### src/rtl/tws_pkg.sv
// Shared types and constants for the textured wall column shader.
// No dependencies; imported by every module of the block.
`timescale 1ns / 1ps
`default_nettype none
package tws_pkg;

    // Default geometry of the texture store and screen
    localparam int TEX_SIZE_DEF  = 64;
    localparam int TEX_COUNT_DEF = 8;
    localparam int MAX_ROWS_DEF  = 1024;

    // Shared divider widths: widest dividend is the hit product magnitude
    localparam int DIV_W = 44;
    localparam int DVS_W = 24;
    localparam int CNT_W = 6;

    // Opcodes of an input word
    localparam logic [1:0] OP_LOAD  = 2'd0;
    localparam logic [1:0] OP_START = 2'd1;
    localparam logic [1:0] OP_ROW   = 2'd2;

    localparam logic [10:0] SCREEN_H_RESET = 11'd480;
    localparam logic [23:0] DARK_MASK      = 24'h7F7F7F;
    localparam logic [15:0] HEIGHT_MAX     = 16'hFFFF;

    // Request to the shared divider
    typedef struct packed {
        logic             go;
        logic [DIV_W-1:0] dividend;   // left aligned
        logic [DVS_W-1:0] divisor;
        logic [CNT_W-1:0] count;      // number of quotient bits
    } t_div_req;

    // Answer of the shared divider
    typedef struct packed {
        logic             done;
        logic [DIV_W-1:0] quotient;
        logic [DVS_W-1:0] remainder;
    } t_div_rsp;

endpackage
`default_nettype wire

### src/rtl/tws_divider.sv
// Radix-2 restoring divider, one quotient bit per cycle.
// Depends on tws_pkg for widths and request/answer types.
`timescale 1ns / 1ps
`default_nettype none
module tws_divider
    import tws_pkg::*;
(
    input  wire      i_clk,
    input  wire      i_rst_n,
    input  t_div_req i_req,
    output t_div_rsp o_rsp
);

    logic [DVS_W-1:0] r_rem, n_rem;
    logic [DIV_W-1:0] r_quo, n_quo;
    logic [DVS_W-1:0] r_dvs;
    logic [CNT_W-1:0] r_cnt, n_cnt;
    logic             r_run, n_run;
    logic             r_done, n_done;

    logic [DVS_W:0]   shifted;
    logic [DVS_W+1:0] diff;

    // Trial subtract of the divisor from the shifted partial remainder
    always_comb begin
        shifted = {r_rem, r_quo[DIV_W-1]};
        diff    = {1'b0, shifted} - {2'b00, r_dvs};
    end

    // Advance one bit per cycle
    always_comb begin
        n_rem  = r_rem;
        n_quo  = r_quo;
        n_cnt  = r_cnt;
        n_run  = r_run;
        n_done = 1'b0;
        if (i_req.go) begin
            n_rem = '0;
            n_quo = i_req.dividend;
            n_cnt = i_req.count;
            n_run = 1'b1;
        end else if (r_run) begin
            if (diff[DVS_W+1]) begin
                n_rem = shifted[DVS_W-1:0];
                n_quo = {r_quo[DIV_W-2:0], 1'b0};
            end else begin
                n_rem = diff[DVS_W-1:0];
                n_quo = {r_quo[DIV_W-2:0], 1'b1};
            end
            n_cnt = r_cnt - 1'b1;
            if (r_cnt == CNT_W'(1)) begin
                n_run  = 1'b0;
                n_done = 1'b1;
            end
        end
    end

    always_ff @(posedge i_clk) begin
        if (!i_rst_n) begin
            r_run  <= 1'b0;
            r_done <= 1'b0;
            r_cnt  <= '0;
        end else begin
            r_run  <= n_run;
            r_done <= n_done;
            r_cnt  <= n_cnt;
        end
        r_rem <= n_rem;
        r_quo <= n_quo;
        if (i_req.go) begin
            r_dvs <= i_req.divisor;
        end
    end

    assign o_rsp.done      = r_done;
    assign o_rsp.quotient  = r_quo;
    assign o_rsp.remainder = r_rem;

endmodule
`default_nettype wire

### config.mk
export PLATFORM = sky130hd
export DESIGN_NAME = tws_divider
export DESIGN_NICKNAME = d
export VERILOG_FILES = /design/src/rtl/tws_pkg.sv /design/src/rtl/tws_divider.sv
export SDC_FILE = /design/constraint.sdc
export NUM_CORES = 1
export LEC_CHECK = 0
export ABC_AREA = 1
export BUFFER_PORTS_ARGS = -buffer_cell sky130_fd_sc_hd__buf_2
export CAP_MARGIN = 20
export CORE_MARGIN = 10
export CORE_UTILIZATION = 32
export CTS_CLUSTER_SIZE = 14
export DETAILED_ROUTE_END_ITERATION = 10
export HOLD_SLACK_MARGIN = 0.06
export SYNTH_ARGS = -nofsm -noshare
export SYNTH_HDL_FRONTEND = slang
export SYNTH_SLANG_ARGS = --single-unit
export TNS_END_PERCENT = 10
### constraint.sdc
create_clock -name i_clk -period 4.4 [get_ports i_clk]
set_clock_uncertainty 0.05 [all_clocks]
set_input_delay 1.32 -clock i_clk [delete_from_list [all_inputs] [get_ports i_clk]]
set_output_delay 1.32 -clock i_clk [all_outputs]
set_load 0.05 [all_outputs]
Yosys cells after proc, flatten, opt, wreduce, memory -nomap -nowiden
Index checks and enable logic that the tools add are counted.

Register bits: 100. Bits in latches: 0. Bits in writable memories: 0. Memory bits (read-only): 0. Input bits: 77. Memories: 0.

Add/sub/neg operators: 2. $mul: 0. Divide/modulo/power cells: 0. $lt $le $gt $ge: 0. Eq/ne operators: 1. Shifts and indexed selects: 0. Mux-type cells: 10. Bitwise gates (word level): 2. Reduce and logical (&&, ||, !) cells: 2.

Operators with widths (count): 2-to-1 mux 44 bit (2); subtractor 25 x 24 -> 26 bit (1); 2-to-1 mux 24 bit (1); 2-to-1 mux 6 bit (2); equality test 6 x 1 -> 1 bit, second input constant (1); subtractor 6 x 1 -> 6 bit, second input constant (1); 2-to-1 mux 1 bit (5); OR reduction 3 bit (1); NOT 1 bit (2); nonzero test 2 bit (1).

Longest topological paths before layout
Depth after elaboration: 4. Gate-level depth with buffers: 15. Gate-level depth less buffers: 15.

Worst setup path before layout
Ideal clock, no wire load.

Path kind: input-to-reg. Start point: input i_req[74] (netlist bit). End point: register r_cnt[1]. Setup time: 0.115 ns. Arrival time: 2.197 ns. Data required time: 4.235 ns. Setup slack: 2.038 ns. Stages: 5. Path buffers: 0. Cell sequence: nor2_1 > inv_2 > nor2_1 > o21ai_0 > inv_1.

Word-level cells in the longest chain between the ends: 1.

Ends and longest elaborated chain: start: declaration (line tws_divider.sv:10) `input t_div_req i_req,`; 2-to-1 mux 6 bit or nonzero test 2 bit (tied branches); end signal: assignment (line tws_divider.sv:66) `r_cnt <= n_cnt;`; end: declaration (line tws_divider.sv:17) `logic [CNT_W-1:0] r_cnt, n_cnt;`.

Several ways; a longest one is shown, not always the timed one. A chain may end at the register's enable or synchronous reset.

Worst setup path after layout
Start point: register r_rem[10]. End point: output o_rsp[10] (netlist bit).

RTL lines: start: declaration (line tws_divider.sv:14) `logic [DVS_W-1:0] r_rem, n_rem;`; start signal: assignment (line tws_divider.sv:68) `r_rem <= n_rem;`; end: declaration (line tws_divider.sv:11) `output t_div_rsp o_rsp`.

No word-level cell between the ends.

==> flow_summary_export.csv <==
group,metric,value,unit
sta,final_critical_path_setup_slack,1.94,ns
die,placement_rows,50,
placement,detailedPlace.worstSlack,1.34,ns
critical_path,critical_path_depth,1,
power,power_leakage,4.02,nW
run,timing.max_cap.violations,0,
layout,finish.net_count,1082,
critical_path,gate_family_responsible_for_the_most_delay_along_the_worst_path,"flip-flops",
global_routing,grt_use_total,14.4,%
power,power_density,321,mW/mm2
sta,tns,0,ns
detailed_routing,drtPass1Iterations,4,
die,initial_core_util,32.6,%
layout,fill_cells,2026,
global_routing,number_of_global_route_vias_before_repair,5502,
die,core_region_area,0.0188,mm2
detailed_routing,post_drt_wl_per_cell,14.5,um
detailed_routing,finalWirelength,17700,um
critical_path,crit_path_arrival_time,1.09,ns
die,die_area,0.0250,mm2
global_routing,maximum_number_of_pins_on_one_net_before_global_route_repair,74,
sta,hold_viol,0,
clocking,cts_sinks,100,
global_routing,global_route_wire_length_before_repair,28200,um
die,floorplan.die.width,158,um
critical_path,worst_path_largest_cell_delay,0.40,ns
clocking,clkLatencyLatePin,0.36,ns
critical_path,worstSetupPathType,"flop to output port",
layout,proportion_of_layout_cells_with_a_drive_suffix_above_1,19.2,%
placement,portBuffers,145,
logic_synthesis,avgSynthCellArea,7.30,um2
clocking,cts-htree-levels,3,
sta,grt_setup_unrepaired,"false",
layout,area_growth,20.3,%
critical_path,critical_path_buf_inv_count,1,
placement,place_congestion,0.921,
logic_synthesis,netlist-cell-type-count,38,
detailed_routing,detailroute.via_count,5472,
critical_path,endpoint_kind,"output port",
critical_path,path_max_fanout,4,
clocking,cts_made_buffers,9,
critical_path,critPathSlowestCell,"dfxtp_1",
clocking,cts_hold_buffers,0,
logic_synthesis,ys_seq_area_share,43.9,%
worst_hold_path,worst_hold_path_type,"flop to flop",
layout,final_common_cell,"nand2_1",
detailed_routing,drt_iter0_drc,239,
worst_hold_path,min_delay_path_depth,2,
clocking,clockRootBuffer,"clkbuf_16",
logic_synthesis,synth_area,0.00612,mm2
placement,dpl.hpwl,13500,um
detailed_routing,route.detailed.drc,0,
clocking,cts.reportedPaths.clkPinSlew,0.07,ns
clocking,tritoncts_clock_tree,"done",
clocking,post_cts.repair.setup_buffers,0,
logic_synthesis,number_of_warning_messages_in_the_yosys_log,0,
critical_path,crit_path_start_kind,"flop",
clocking,post_cts.resized_instances,0,
detailed_routing,antenna_left,0,
sta,worst_pin_slew,0.845,ns
detailed_routing,routed_vias_inst,4.49,
power,worst_ir_drop_vdd,0.192,mV
logic_synthesis,netlist_instances,838,
critical_path,crit_required,3.03,ns
critical_path,reg2reg_depth,11,
die,dieHeight,158,um
global_routing,antenna_found_initial,5,
sta,slew_violations,0,
sta,max_clock_freq,406,MHz
clocking,cts.path.max_buffers,2,
logic_synthesis,mappedNetlistNets,942,
layout,mostFrequentLayoutCells,"nand2_1 (373), buf_2 (145), inv_1 (140)",
sta,layout_worst_path_cycle_share,55.9,%
die,number_of_ports_placed_on_the_die_boundary,146,
sta,timing.max_slew.rel_slack,43.7,%
logic_synthesis,register_bit_count_reported_by_yosys,100,
critical_path,crit_chain,"buf_2",
run_status,status,"complete, no violations",
sta,setup-violations-final,0,
sta,final_period_minus_worst_setup_slack,2.46,ns
global_routing,grt.overflow.total,0,
[report_power, final]
group          internal [mW]  total, mW  switching, mW  leakage (nW)
sequential              1.08       1.12         0.0379         0.947
combinational          0.123      0.458          0.334          2.93
clock                  0.393      0.779          0.386         0.134
total                   1.60       2.36          0.758          4.02
[path summary, 6_finish.rpt]
path,from,endpoint,slack (ns)
worst max-delay path,r_rem[10]$_SDFFE_PP0P_,o_rsp[10],1.94
worst min-delay path,r_rem[16]$_SDFFE_PP0P_,r_rem[16]$_SDFFE_PP0P_,0.44
worst max register to register,r_dvs[14]$_DFFE_PP_,r_rem[18]$_SDFFE_PP0P_,1.97
worst min register to register,r_rem[16]$_SDFFE_PP0P_,r_rem[16]$_SDFFE_PP0P_,0.44
[layout make-up]
type	instances	area [um2]	area share (%)
multi-input cells	575	2790	37.9
flip-flops and latches	100	2680	36.5
repair buffers	150	776	10.5
inverters	142	533	7.25
well taps	234	293	3.98
clock buffers	9	225	3.06
clock inverters	7	58.8	0.799
diodes	1	2.50	0.0340
[synthesized netlist by cell type (all sizes together)]
cell	number	area (um2)
xor2	5	43.8
fa	1	20.0
o311ai	1	8.76
nor3	4	25.0
a21oi	13	76.3
clkbuf	8	30.0
xnor2	6	52.6
nand3b	20	154
nor2	34	143
nand4	5	31.3
o21ai	10	50.1
a22oi	1	7.51
buf	13	85.1
a31oi	4	25.0
ha	26	325
nand2	380	1450
edfxtp	68	2040
dfxtp	32	641
nor4	1	6.26
nand3	60	335
or2	2	12.5
o21bai	2	15.0
inv	142	533
[registers in the layout, indices dropped and copies added, names as in the netlist]
| signal | cells |
|---|---|
| r_quo | 44 |
| r_dvs | 24 |
| r_rem | 24 |
| r_cnt | 6 |
| r_run | 1 |
| r_done | 1 |
[layer usage]
| metal | global-route usage (%) | vias up | wire length (um) |
|---|---|---|---|
| met5 | 0 | - | 41 |
| met4 | 3.71 | 6 | 220 |
| met3 | 6.19 | 19 | 1650 |
| met2 | 22.8 | 168 | 7950 |
| met1 | 17.5 | 2403 | 7820 |
| li1 | - | 2876 | - |
[cell families (layout without fill, tap and decap cells)]
family                   after synthesis  in the layout  share of synthesized area [%]
AND/OR/NAND/NOR                      506            506                           35.3
adder cells (fa/ha/maj)               27             27                           5.65
XOR/XNOR                              11             11                           1.58
other                                  0              1                              0
buffers and inverters                163            308                           10.6
flip-flops                           100            100                           43.9
AO/OA/AOI/OAI                         31             31                           2.99
[per-stage QoR]
step	instances	hold slack [ns]	util, %	power, mW	area [um2]
after floorplan	838	0.410	-	1.46	6120
after global placement	1200	0.424	37.6	1.60	7050
after detailed placement	1200	0.427	37.6	1.60	7050
after CTS	1216	0.438	39.1	2.39	7330
after global routing	1217	0.472	39.2	2.47	7350
final	1218	0.438	39.2	2.36	7360
Note: power is estimated with default switching activity, not from simulation.
